===== src/sv/host_template_to_regex_assert.svh =====
// Assertion macros for the host template to regex block.
// Used by the top level; the macros expect aclk and aresetn in scope.
`ifndef HOST_TEMPLATE_TO_REGEX_ASSERT_SVH
`define HOST_TEMPLATE_TO_REGEX_ASSERT_SVH

// The consequent must hold in the same cycle as the antecedent.
`define HTR_ASSERT_SAME(label, ante, cons) \
    label: assert property (@(posedge aclk) disable iff (!aresetn) (ante) |-> (cons)) \
        else $error("host_template_to_regex: same-cycle check failed");

// The consequent must hold in the cycle after the antecedent.
`define HTR_ASSERT_NEXT(label, ante, cons) \
    label: assert property (@(posedge aclk) disable iff (!aresetn) (ante) |=> (cons)) \
        else $error("host_template_to_regex: next-cycle check failed");

`endif


===== src/sv/htr_pkg.sv =====
// Shared types and constants for the host template to regex block.
// No dependencies; used by htr_encode and host_template_to_regex.
`default_nettype none

package htr_pkg;

    localparam int MAX_NESTING_DEF = 15;
    localparam int MAX_RESULTS     = 4;
    localparam int CNT_W           = 3;
    localparam int IDX_W           = 2;

    localparam logic [7:0] CH_CARET  = 8'h5E;
    localparam logic [7:0] CH_DOLLAR = 8'h24;
    localparam logic [7:0] CH_DOT    = 8'h2E;
    localparam logic [7:0] CH_STAR   = 8'h2A;
    localparam logic [7:0] CH_LPAREN = 8'h28;
    localparam logic [7:0] CH_RPAREN = 8'h29;
    localparam logic [7:0] CH_LBRACK = 8'h5B;
    localparam logic [7:0] CH_RBRACK = 8'h5D;
    localparam logic [7:0] CH_BSLASH = 8'h5C;

    typedef enum logic [2:0] {
        ST_SYMBOL         = 3'd0,
        ST_STRAY_CLOSE    = 3'd1,
        ST_MISPLACED_STAR = 3'd2,
        ST_UNCLOSED       = 3'd3,
        ST_TOO_DEEP       = 3'd4
    } status_t;

    typedef struct packed {
        logic [MAX_RESULTS-1:0][7:0] syms;
        logic [CNT_W-1:0]            count;
        status_t                     final_status;
        logic                        template_end;
    } enc_result_t;

endpackage

`default_nettype wire


===== src/sv/htr_encode.sv =====
// Rewrites one template character into up to four regex results.
// Depends on htr_pkg for character codes, status codes and the result struct.
`default_nettype none

module htr_encode #(
    parameter int MAX_NESTING = htr_pkg::MAX_NESTING_DEF,
    parameter int DEPTH_W     = $clog2(MAX_NESTING + 1)
) (
    input  wire logic [7:0]         symbol_in,
    input  wire logic               is_first,
    input  wire logic               is_last,
    input  wire logic [DEPTH_W-1:0] depth_cur,
    input  wire logic               failed_cur,
    output htr_pkg::enc_result_t    result,
    output logic [DEPTH_W-1:0]      depth_next,
    output logic                    failed_next
);

    logic [DEPTH_W-1:0]             depth;
    logic                           fail;
    logic [htr_pkg::CNT_W-1:0]      n;
    htr_pkg::status_t               err;
    logic [htr_pkg::MAX_RESULTS-1:0][7:0] syms;

    always_comb begin
        depth = is_first ? '0 : depth_cur;
        fail  = is_first ? 1'b0 : failed_cur;
        n     = '0;
        err   = htr_pkg::ST_SYMBOL;
        syms  = '0;

        if (!fail) begin
            if (is_first && symbol_in != htr_pkg::CH_CARET) begin
                syms[n[htr_pkg::IDX_W-1:0]] = htr_pkg::CH_CARET;
                n = n + 1'b1;
            end
            case (symbol_in) inside
                htr_pkg::CH_LPAREN, htr_pkg::CH_LBRACK: begin
                    if (depth >= DEPTH_W'(MAX_NESTING)) begin
                        err = htr_pkg::ST_TOO_DEEP;
                    end else begin
                        depth = depth + 1'b1;
                        syms[n[htr_pkg::IDX_W-1:0]] = symbol_in;
                        n = n + 1'b1;
                    end
                end
                htr_pkg::CH_RPAREN, htr_pkg::CH_RBRACK: begin
                    if (depth == '0) begin
                        err = htr_pkg::ST_STRAY_CLOSE;
                    end else begin
                        depth = depth - 1'b1;
                        syms[n[htr_pkg::IDX_W-1:0]] = symbol_in;
                        n = n + 1'b1;
                    end
                end
                htr_pkg::CH_STAR: begin
                    if (depth != '0) begin
                        syms[n[htr_pkg::IDX_W-1:0]] = symbol_in;
                        n = n + 1'b1;
                    end else if (is_first || is_last) begin
                        syms[n[htr_pkg::IDX_W-1:0]] = htr_pkg::CH_DOT;
                        n = n + 1'b1;
                        syms[n[htr_pkg::IDX_W-1:0]] = htr_pkg::CH_STAR;
                        n = n + 1'b1;
                    end else begin
                        err = htr_pkg::ST_MISPLACED_STAR;
                    end
                end
                htr_pkg::CH_DOT: begin
                    if (depth == '0) begin
                        syms[n[htr_pkg::IDX_W-1:0]] = htr_pkg::CH_BSLASH;
                        n = n + 1'b1;
                    end
                    syms[n[htr_pkg::IDX_W-1:0]] = htr_pkg::CH_DOT;
                    n = n + 1'b1;
                end
                default: begin
                    syms[n[htr_pkg::IDX_W-1:0]] = symbol_in;
                    n = n + 1'b1;
                end
            endcase

            if (err == htr_pkg::ST_SYMBOL && is_last) begin
                if (depth != '0) begin
                    err = htr_pkg::ST_UNCLOSED;
                end else if (symbol_in != htr_pkg::CH_DOLLAR) begin
                    syms[n[htr_pkg::IDX_W-1:0]] = htr_pkg::CH_DOLLAR;
                    n = n + 1'b1;
                end
            end

            if (err != htr_pkg::ST_SYMBOL) begin
                syms[n[htr_pkg::IDX_W-1:0]] = 8'h00;
                n = n + 1'b1;
            end
        end
    end

    assign result.syms         = syms;
    assign result.count        = n;
    assign result.final_status = err;
    assign result.template_end = (err != htr_pkg::ST_SYMBOL) || is_last;
    assign depth_next          = fail ? depth_cur : depth;
    assign failed_next         = fail || (err != htr_pkg::ST_SYMBOL);

endmodule

`default_nettype wire


===== src/sv/host_template_to_regex.sv =====
// Host template to regex: results appear in the cycle after the input transaction,
// one result per cycle while m_ready is high, from a four-entry result buffer
// filled by htr_encode. A new input is taken while the buffer is empty or its
// final result leaves, so an item that yields no results never holds the input.
// Reset is synchronous, active low, and clears the depth, error flag and buffer count.
`default_nettype none
`include "host_template_to_regex_assert.svh"

module host_template_to_regex #(
    parameter int MAX_NESTING = htr_pkg::MAX_NESTING_DEF
) (
    input  wire logic       aclk,
    input  wire logic       aresetn,
    input  wire logic       s_valid,
    output logic            s_ready,
    input  wire logic [7:0] s_symbol_in,
    input  wire logic       s_is_first,
    input  wire logic       s_is_last,
    output logic            m_valid,
    input  wire logic       m_ready,
    output logic [7:0]      m_symbol_out,
    output logic [2:0]      m_status,
    output logic            m_run_last,
    output logic            m_template_end
);

    localparam int DEPTH_W = $clog2(MAX_NESTING + 1);

    logic [DEPTH_W-1:0]                   depth_reg, depth_next;
    logic                                 failed_reg, failed_next;
    logic [htr_pkg::MAX_RESULTS-1:0][7:0] sym_reg;
    htr_pkg::status_t                     stat_reg;
    logic                                 te_reg;
    logic [htr_pkg::CNT_W-1:0]            cnt_reg, cnt_next;
    logic [htr_pkg::IDX_W-1:0]            idx_reg, idx_next;
    htr_pkg::enc_result_t                 enc;
    logic                                 at_last, pop, pop_last, accept;

    htr_encode #(
        .MAX_NESTING(MAX_NESTING),
        .DEPTH_W    (DEPTH_W)
    ) u_encode (
        .symbol_in  (s_symbol_in),
        .is_first   (s_is_first),
        .is_last    (s_is_last),
        .depth_cur  (depth_reg),
        .failed_cur (failed_reg),
        .result     (enc),
        .depth_next (depth_next),
        .failed_next(failed_next)
    );

    assign m_valid  = (cnt_reg != '0);
    assign at_last  = ({1'b0, idx_reg} == (cnt_reg - 1'b1));
    assign pop      = m_valid && m_ready;
    assign pop_last = pop && at_last;
    assign s_ready  = !m_valid || pop_last;
    assign accept   = s_valid && s_ready;

    always_comb begin
        cnt_next = cnt_reg;
        idx_next = idx_reg;
        if (accept) begin
            cnt_next = enc.count;
            idx_next = '0;
        end else if (pop_last) begin
            cnt_next = '0;
        end else if (pop) begin
            idx_next = idx_reg + 1'b1;
        end
    end

    always_ff @(posedge aclk) begin
        if (!aresetn) begin
            cnt_reg    <= '0;
            idx_reg    <= '0;
            depth_reg  <= '0;
            failed_reg <= 1'b0;
        end else begin
            cnt_reg <= cnt_next;
            idx_reg <= idx_next;
            if (accept) begin
                depth_reg  <= depth_next;
                failed_reg <= failed_next;
            end
        end
    end

    always_ff @(posedge aclk) begin
        if (accept) begin
            sym_reg  <= enc.syms;
            stat_reg <= enc.final_status;
            te_reg   <= enc.template_end;
        end
    end

    assign m_symbol_out   = sym_reg[idx_reg];
    assign m_status       = at_last ? 3'(stat_reg) : 3'(htr_pkg::ST_SYMBOL);
    assign m_run_last     = at_last;
    assign m_template_end = at_last && te_reg;

    `HTR_ASSERT_SAME(a_error_closes, m_valid && m_status != 3'(htr_pkg::ST_SYMBOL), m_run_last && m_template_end && m_symbol_out == 8'h00)
    `HTR_ASSERT_NEXT(a_swallow_silent, accept && failed_reg && !s_is_first, !m_valid)
    `HTR_ASSERT_SAME(a_depth_bound, 1'b1, depth_reg <= DEPTH_W'(MAX_NESTING))

endmodule

`default_nettype wire

===== config.mk =====
export PLATFORM = sky130hd
export DESIGN_NAME = host_template_to_regex
export DESIGN_NICKNAME = d
export VERILOG_FILES = /design/src/sv/htr_pkg.sv /design/src/sv/htr_encode.sv /design/src/sv/host_template_to_regex.sv
export VERILOG_INCLUDE_DIRS = /design/src /design/src/sv
export SDC_FILE = /design/constraint.sdc
export NUM_CORES = 1
export LEC_CHECK = 0
export CORE_ASPECT_RATIO = 0.7
export CORE_MARGIN = 3
export CORE_UTILIZATION = 40
export DETAILED_ROUTE_END_ITERATION = 16
export DONT_BUFFER_PORTS = 1
export SETUP_SLACK_MARGIN = 0.4
export SLEW_MARGIN = 10
export SYNTH_ARGS = -nofsm -noshare
export SYNTH_HDL_FRONTEND = slang
export SYNTH_SLANG_ARGS = --single-unit

===== constraint.sdc =====
create_clock -name aclk -period 4.3 [get_ports aclk]
set_input_delay 0.645 -clock aclk [delete_from_list [all_inputs] [get_ports aclk]]
set_output_delay 0.645 -clock aclk [all_outputs]
set_load 0.02 [all_outputs]

==> flow_summary.rst, run 1 <==
.. list-table::
   :header-rows: 1

   * - Metric
     - Value
   * - Number of flip-flops in the largest register
     - 21
   * - Area of all sequential standard cells
     - 951 um^2
   * - Pins Over Slew Limit
     - 0
   * - Global-route wire length before repair
     - 13.5 mm
   * - Final cell count without fillers
     - 441
   * - Count of endpoints failing setup in the final report
     - 0
   * - GRT busiest layer
     - met1
   * - VDD IR max
     - 0.254 mV
   * - Depth of the CTS H-tree
     - 2
   * - Dpl hpwl
     - 6.42 mm
   * - Share of layout cells above drive strength 1
     - 0.143
   * - Met1 global-route usage
     - 0.286
   * - Worst Path Max Fanout
     - 9
   * - Skew-Pair Late Insertion Delay
     - 0.28 ns
   * - Count of yosys warnings during synthesis
     - 0
   * - Number of hold violations in the final report
     - 0
   * - Cell area after synthesis
     - 0.00314 mm^2
   * - Starting Density
     - 0.422
   * - Number of inserted filler cells in the final layout
     - 752
   * - Count of antenna diodes in the layout
     - 0
   * - Required time worst endpoint
     - 4.33 ns
   * - Port Buf Inserts
     - 0
   * - Clk pin slew, worst setup/hold paths
     - 0.07 ns
   * - Crit Path Category
     - in -> reg
   * - Data arrival time at the worst-slack endpoint
     - 3.81 ns
   * - Crit. End Element
     - flip-flop
   * - Post-Synthesis Net Count
     - 380
   * - Met2 Use GR
     - 0.285
   * - Run status
     - complete, no violations
   * - Synth Register Bits
     - 35
   * - Power density of the placed cells
     - 318 mW/mm^2
   * - Number of max-cap violations
     - 0
   * - Inst Count DP
     - 433
   * - Met3 global-route usage
     - 0.0399
   * - Most instantiated flip-flop cell in the synthesis netlist
     - sky130_fd_sc_hd__edfxtp_1
   * - Setup repair after global routing missed its margin
     - no
   * - Largest net degree at the start of global routing
     - 31
   * - Cell types with the largest area share after synthesis
     - sky130_fd_sc_hd__edfxtp_1 24%, sky130_fd_sc_hd__ha_1 6.8%, sky130_fd_sc_hd__dfxtp_1 6.4%
   * - Clock period minus worst slack
     - 3.78 ns
   * - Standard-cell row count
     - 26
   * - Library cell occupying the most area in the post-synthesis netlist
     - sky130_fd_sc_hd__edfxtp_1
   * - Number of remaining DRC errors
     - 0
   * - Die footprint
     - 0.00897 mm^2
   * - Nets
     - 373
   * - Number of global-route vias before repair
     - 2,492
   * - TritonCTS clock tree
     - yes
   * - Layout area overhead
     - 5.10%
   * - Highest achievable clock rate
     - 265 MHz
   * - First-pass DRT Iterations
     - 5
   * - Routed WL per cell
     - 18.7 um
   * - Count of flip-flops with a built-in enable after synthesis
     - 25
   * - Mapped Avg Cell Area
     - 9.00 um^2
   * - Startpoint types
     - primary input
   * - Distinct cell type count after synthesis
     - 83
   * - Number of antenna violations at the first check in global routing
     - 0
   * - Number of buffers added by the clock tree synthesis step
     - 5
   * - Final RePlAce weighted congestion
     - 0.940
   * - Hold WC Path Type
     - in -> reg
   * - Vias
     - 2,674
   * - Total global routing track utilization
     - 0.190
   * - Clock sink count
     - 35
   * - Top-area cell type share of the netlist area
     - 0.239
   * - Commonest cells post-synth
     - 35 x sky130_fd_sc_hd__nand2_1, 28 x sky130_fd_sc_hd__nor2_1, 25 x sky130_fd_sc_hd__edfxtp_1
   * - Total I/O pin count
     - 29
   * - Die H
     - 80.2 um
   * - Multi-input logic area
     - 0.00201 mm^2
   * - Worst clock skew on the final layout
     - 0.00513 ns
   * - Worst rel slew slack
     - 0.515
   * - Antenna Violating Nets Remaining
     - 0
   * - Die Wd
     - 112 um
   * - Share of the cycle needed by the critical path after routing
     - 0.879
   * - Final design utilization
     - 0.443
   * - First-iteration detailed-routing DRC count
     - 227
   * - Ys async rst share
     - 0
   * - Max Buffers Root-to-Sink
     - 2
   * - CTS root buf
     - sky130_fd_sc_hd__clkbuf_8
   * - Total congestion overflow after global routing
     - 0
   * - Most common cell in the synthesized netlist
     - sky130_fd_sc_hd__nand2_1
   * - Post-Synthesis Cells
     - 349
   * - Core region area
     - 0.00745 mm^2
   * - # hold bufs at CTS
     - 0
   * - Total Wirelength
     - 8.27 mm
   * - Sum of negative setup slack
     - 0 ns
   * - Part of the Yosys area used for sequential elements
     - 0.303
   * - Routed vias/inst
     - 6.06
   * - Leakage
     - 1.24 nW
   * - Worst hold slack
     - 0.495 ns
   * - Slew at the pin closest to its max-slew limit
     - 0.727 ns
==> layout by cell type, fill, tap and decap left out, types with 8 or more instances in the layout <==
| cell type | instances |
|---|---|
| sky130_fd_sc_hd__and2_1 | 10 |
| sky130_fd_sc_hd__a21oi_1 | 21 |
| sky130_fd_sc_hd__and3_1 | 10 |
| sky130_fd_sc_hd__ha_1 | 17 |
| sky130_fd_sc_hd__inv_1 | 17 |
| sky130_fd_sc_hd__nand3_1 | 8 |
| sky130_fd_sc_hd__edfxtp_1 | 25 |
| sky130_fd_sc_hd__nor2_1 | 28 |
| sky130_fd_sc_hd__dfxtp_1 | 10 |
| sky130_fd_sc_hd__nand2_1 | 35 |
| sky130_fd_sc_hd__o21ai_0 | 15 |
==> logic make-up (layout without fill, tap and decap cells) <==
| family | Yosys count | after routing | share of synthesized area |
|---|---|---|---|
| AO/OA/AOI/OAI | 90 | 90 | 0.208 |
| buffers and inverters | 40 | 34 | 0.0601 |
| XOR/XNOR | 5 | 5 | 0.0139 |
| adder cells (fa/ha/maj) | 17 | 17 | 0.0677 |
| AND/OR/NAND/NOR | 149 | 149 | 0.286 |
| multiplexers | 13 | 13 | 0.0617 |
| flip-flops | 35 | 35 | 0.303 |
==> metal layers <==
metal,share of wire,wire length (um)
met3,0.064,531
met2,0.43,3550
met1,0.50,4140
met5,0,0
met4,0.0051,42
==> worst max-delay path: stages <==
cell,delay [ns]
sky130_fd_sc_hd__or4b_4,0.58
sky130_fd_sc_hd__or4_1,0.56
sky130_fd_sc_hd__nor2_2,0.20
sky130_fd_sc_hd__a21oi_1,0.09
sky130_fd_sc_hd__a22oi_1,0.24
sky130_fd_sc_hd__o21ai_2,0.14
sky130_fd_sc_hd__ha_1,0.34
sky130_fd_sc_hd__mux2i_4,0.09
sky130_fd_sc_hd__ha_1,0.21
sky130_fd_sc_hd__inv_1,0.14
sky130_fd_sc_hd__o221ai_2,0.14
sky130_fd_sc_hd__nor4bb_1,0.44
==> through the flow <==
stage	total power, mW	worst slack (ns)	area (um^2)
after detailed placement	0.828	0.287	3210
after global routing	1.12	0.433	3300
after global placement	0.822	0.322	3210
after CTS	1.06	0.578	3300
final	1.05	0.520	3300
after floorplan	0.765	0.559	3140
==> power by group <==
group          switching (mW)  internal, mW  total, mW  leakage, nW
Sequential             0.0359         0.428      0.464        0.325
Clock                   0.115         0.113      0.228       0.0412
Combinational           0.226         0.133      0.359        0.871
Total                   0.377         0.674       1.05         1.24
==> timing repair <==
| action | in CTS | in global routing |
|---|---|---|
| setup buffers | 0 | 0 |
| endpoints found under the setup margin | 0 | 1 |
| resized for setup | 0 | 1 |
==> final cells by class <==
class / instances / share of cell area
clock inverters: 2 / 0.00379
repair buffers: 7 / 0.0159
multi-input cells: 274 / 0.608
flip-flops and latches: 35 / 0.288
clock buffers: 6 / 0.0220
well taps: 98 / 0.0371
inverters: 19 / 0.0254
==> path summary, 6_finish.rpt <==
path                        startpoint                        end  slack (ns)  depth (start not counted)
max                     s_symbol_in[0]   sym_reg[3]$_SDFFCE_PP0P_        0.52                         12
min                            aresetn  depth_reg[0]$_SDFFE_PN0P_        0.50                          1
max reg2reg  depth_reg[0]$_SDFFE_PN0P_   sym_reg[3]$_SDFFCE_PP0P_        0.61                         12
min reg2reg    cnt_reg[0]$_SDFFE_PN0P_    cnt_reg[0]$_SDFFE_PN0P_        0.53                          2
(Power assumes the default switching activity.)
==> inputs of run 2 (changes only) <==
==> constraint.sdc (replaced) <==
create_clock -name aclk -period 4.8 [get_ports aclk]
set_input_delay 0.72 -clock aclk [delete_from_list [all_inputs] [get_ports aclk]]
set_output_delay 0.72 -clock aclk [all_outputs]
set_load 0.02 [all_outputs]
==> flow_summary.rst, run 2 (synthesis gave the netlist of run 1 again) <==
.. list-table::
   :header-rows: 1

   * - Metric
     - Value
   * - Worst reg2reg startpoint
     - depth_reg[1]$_SDFFE_PN0P_ (was depth_reg[0]$_SDFFE_PN0P_)
   * - Slowest library cell on the worst path
     - sky130_fd_sc_hd__o41ai_2 (was sky130_fd_sc_hd__or4b_4)
   * - Run status
     - complete, no violations (unchanged)
   * - Met3 layer wire length in the routed design
     - 561 um (was 531 um)
   * - Count of endpoints failing setup in the final report
     - 0 (unchanged)
   * - Hold WC Path Type
     - reg -> reg (was in -> reg)
   * - Total Wirelength
     - 8.14 mm (was 8.27 mm)
   * - Crit. End Element
     - flip-flop (unchanged)
   * - Die footprint
     - 0.00897 mm^2 (unchanged)
   * - Inst Count DP
     - 429 (was 433)
   * - Met1 WL
     - 3.99 mm (was 4.14 mm)
   * - Die Wd
     - 112 um (unchanged)
   * - Required time worst endpoint
     - 4.86 ns (was 4.33 ns)
   * - Buffers & Inverters on Critical Path
     - 3 (was 1)
   * - Multi-input logic area
     - 0.00200 mm^2 (was 0.00201 mm^2)
   * - Highest-count cells in the layout ignoring fill and taps
     - 35 x sky130_fd_sc_hd__nand2_1, 28 x sky130_fd_sc_hd__nor2_1, 25 x sky130_fd_sc_hd__edfxtp_1, 21 x sky130_fd_sc_hd__a21oi_1 (unchanged)
   * - Share of the cycle needed by the critical path after routing
     - 0.789
   * - Power density of the placed cells
     - 286 mW/mm^2 (was 318 mW/mm^2)
   * - Depth of the CTS H-tree
     - 2 (unchanged)
   * - Worst Path Max Fanout
     - 10 (was 9)
   * - Post-CTS setup-driven buffer insertion count
     - 0 (unchanged)
   * - Cell depth of the worst setup path
     - 12 (unchanged)
   * - Worst setup timing slack at the placement stage
     - 0.785 ns (was 0.287 ns)
   * - End point of the critical path
     - sym_reg[3]$_SDFFCE_PP0P_ (unchanged)
   * - Clock sink count
     - 35 (unchanged)
   * - Number of flip-flops in the largest register
     - 21 (unchanged)
   * - Sum of negative setup slack
     - 0 ns (unchanged)
   * - Routed WL per cell
     - 18.6 um (was 18.7 um)
   * - Slowest cell delay on critical path
     - 0.68 ns (was 0.58 ns)
   * - Port Buf Inserts
     - 0 (unchanged)
   * - Pins Over Slew Limit
     - 0 (unchanged)
   * - Clock period minus worst slack
     - 3.79 ns
   * - Largest net degree at the start of global routing
     - 31 (unchanged)
   * - Startpoint types
     - primary input (unchanged)
   * - First-pass DRT Iterations
     - 4 (was 5)
   * - Number of buffers added by the clock tree synthesis step
     - 5 (unchanged)
   * - # hold bufs at CTS
     - 0 (unchanged)
   * - Capture point of the worst reg-to-reg path
     - sym_reg[3]$_SDFFCE_PP0P_ (unchanged)
   * - Total met2 wirelength after detailed routing
     - 3.54 mm (was 3.55 mm)
   * - Number of antenna violations at the first check in global routing
     - 0 (unchanged)
   * - Leakage
     - 1.22 nW (was 1.24 nW)
   * - Number of global-route vias before repair
     - 2,400 (was 2,492)
   * - Max Buffers Root-to-Sink
     - 2 (unchanged)
   * - VDD IR max
     - 0.199 mV (was 0.254 mV)
   * - Area of all sequential standard cells
     - 951 um^2 (unchanged)
   * - Total congestion overflow after global routing
     - 0 (unchanged)
   * - Layout area overhead
     - 3.86% (was 5.10%)
   * - Vias
     - 2,671 (was 2,674)
   * - Count of antenna diodes in the layout
     - 0 (unchanged)
   * - Depth of the worst register-to-register path
     - 12 (unchanged)
   * - Data arrival time at the worst-slack endpoint
     - 3.85 ns (was 3.81 ns)
   * - Final worst setup slack
     - 1.01 ns (was 0.520 ns)
   * - Number of gates resized after cts
     - 0 (unchanged)
   * - Number of inserted filler cells in the final layout
     - 698 (was 752)
   * - CP startpoint
     - s_symbol_in[5] (was s_symbol_in[0])
   * - Starting Density
     - 0.422 (unchanged)
   * - Nets
     - 369 (was 373)
   * - Dpl hpwl
     - 6.30 mm (was 6.42 mm)
   * - Highest metal layer with signal wires
     - met4 (unchanged)
   * - Highest achievable clock rate
     - 264 MHz
   * - Final cell count without fillers
     - 437 (was 441)
   * - Crit Path Category
     - in -> reg (unchanged)
   * - Number of remaining DRC errors
     - 0 (unchanged)
   * - Setup repair after global routing missed its margin
     - no (unchanged)
   * - Core region area
     - 0.00745 mm^2 (unchanged)
   * - Final RePlAce weighted congestion
     - 0.993 (was 0.940)
   * - Global-route wire length before repair
     - 13.2 mm (was 13.5 mm)
   * - Routed vias/inst
     - 6.11 (was 6.06)
   * - Number of max-cap violations
     - 0 (unchanged)
   * - Critical Path, Cell by Cell
     - nand4b_1 > o41ai_2 > inv_2 > ha_1 > mux2_2 > inv_1 > nor3_1 > or2_1 > ha_1 > inv_1 > o221ai_2 > nor4bb_1 (was or4b_4 > or4_1 > nor2_2 > a21oi_1 > a22oi_1 > o21ai_2 > ha_1 > mux2i_4 > ha_1 > inv_1 > o221ai_2 > nor4bb_1)
   * - Die H
     - 80.2 um (unchanged)
   * - Worst clock skew on the final layout
     - 0.00402 ns (was 0.00513 ns)
   * - Slew at the pin closest to its max-slew limit
     - 0.680 ns (was 0.727 ns)
   * - Number of hold violations in the final report
     - 0 (unchanged)
   * - TritonCTS clock tree
     - yes (unchanged)
   * - Antenna Violating Nets Remaining
     - 0 (unchanged)
   * - Worst rel slew slack
     - 0.542 (was 0.515)
   * - First-iteration detailed-routing DRC count
     - 220 (was 227)
   * - Standard-cell row count
     - 26 (unchanged)
   * - Crit-path leading delay family
     - simple AND/OR/NAND/NOR gates (unchanged)
   * - Share of layout cells above drive strength 1
     - 0.127 (was 0.143)
   * - Most common cell after layout, fill and taps aside
     - sky130_fd_sc_hd__nand2_1 (unchanged)
   * - Total global routing track utilization
     - 0.185 (was 0.190)
   * - Skew-Pair Late Insertion Delay
     - 0.28 ns (about the same)
   * - CTS root buf
     - sky130_fd_sc_hd__clkbuf_8 (unchanged)
   * - Total I/O pin count
     - 29 (unchanged)
   * - Setup slack of the most critical reg-to-reg path
     - 1.20 ns (was 0.61 ns)
   * - Clk pin slew, worst setup/hold paths
     - 0.07 ns (about the same)
[run 2: cell count changes in the layout (fill, tap and decap cells not counted), sizes merged]
cell      previous run  this run
buf                  7         3
clkbuf               6         7
clkinvlp             1         0
[run 2: worst min-delay path: cells and delay by family (launching register included)]
family | cells | cell delay (ns)
AO/OA/AOI/OAI | 1 | 0.09
flip-flops | 1 | 0.33
AND/OR/NAND/NOR | 1 | 0.07
[run 2: worst min-delay path by stage]
| stage | from | to | cells past startpoint |
|---|---|---|---|
| 2_1_floorplan | cnt_reg[1]$_SDFFE_PN0P_ | cnt_reg[1]$_SDFFE_PN0P_ | 2 |
| 3_3_place_gp | cnt_reg[1]$_SDFFE_PN0P_ | cnt_reg[1]$_SDFFE_PN0P_ | 2 |
| 3_5_place_dp | cnt_reg[1]$_SDFFE_PN0P_ | cnt_reg[1]$_SDFFE_PN0P_ | 2 |
| 4_1_cts | cnt_reg[1]$_SDFFE_PN0P_ | cnt_reg[1]$_SDFFE_PN0P_ | 2 |
| 5_1_grt | aresetn | depth_reg[0]$_SDFFE_PN0P_ | 1 |
| 6_report | cnt_reg[0]$_SDFFE_PN0P_ | cnt_reg[0]$_SDFFE_PN0P_ | 2 |
[run 2: area by class of cell]
cell class	instances	area share
multi-input combinational	274	0.613
sequential	35	0.291
tap	98	0.0376
inverter	19	0.0257
clock buffer	7	0.0234
timing repair buffer	3	0.00690
clock inverter	1	0.00153
[run 2: through the flow]
step	hold slack, ns	utilization	total power [mW]	cell area [um^2]
floorplan	0.468	-	0.686	3140
global placement	0.563	0.427	0.736	3180
detailed placement	0.518	0.427	0.738	3180
CTS	0.538	0.438	0.937	3260
global route	0.565	0.438	0.992	3260
finish	0.555	0.438	0.933	3260
[run 2: layer usage]
metal / track usage / vias to the layer above
met5: 0 / -
met4: 0.0365 / 0
met3: 0.0384 / 6
met2: 0.275 / 113
met1: 0.275 / 1271
li1: - / 1281
[run 2: power by group]
group	internal [mW]	leakage (nW)	total, mW	switching (mW)
Clock	0.102	0.0422	0.200	0.0984
Sequential	0.384	0.325	0.416	0.0324
Combinational	0.116	0.851	0.317	0.200
Total	0.602	1.22	0.933	0.331
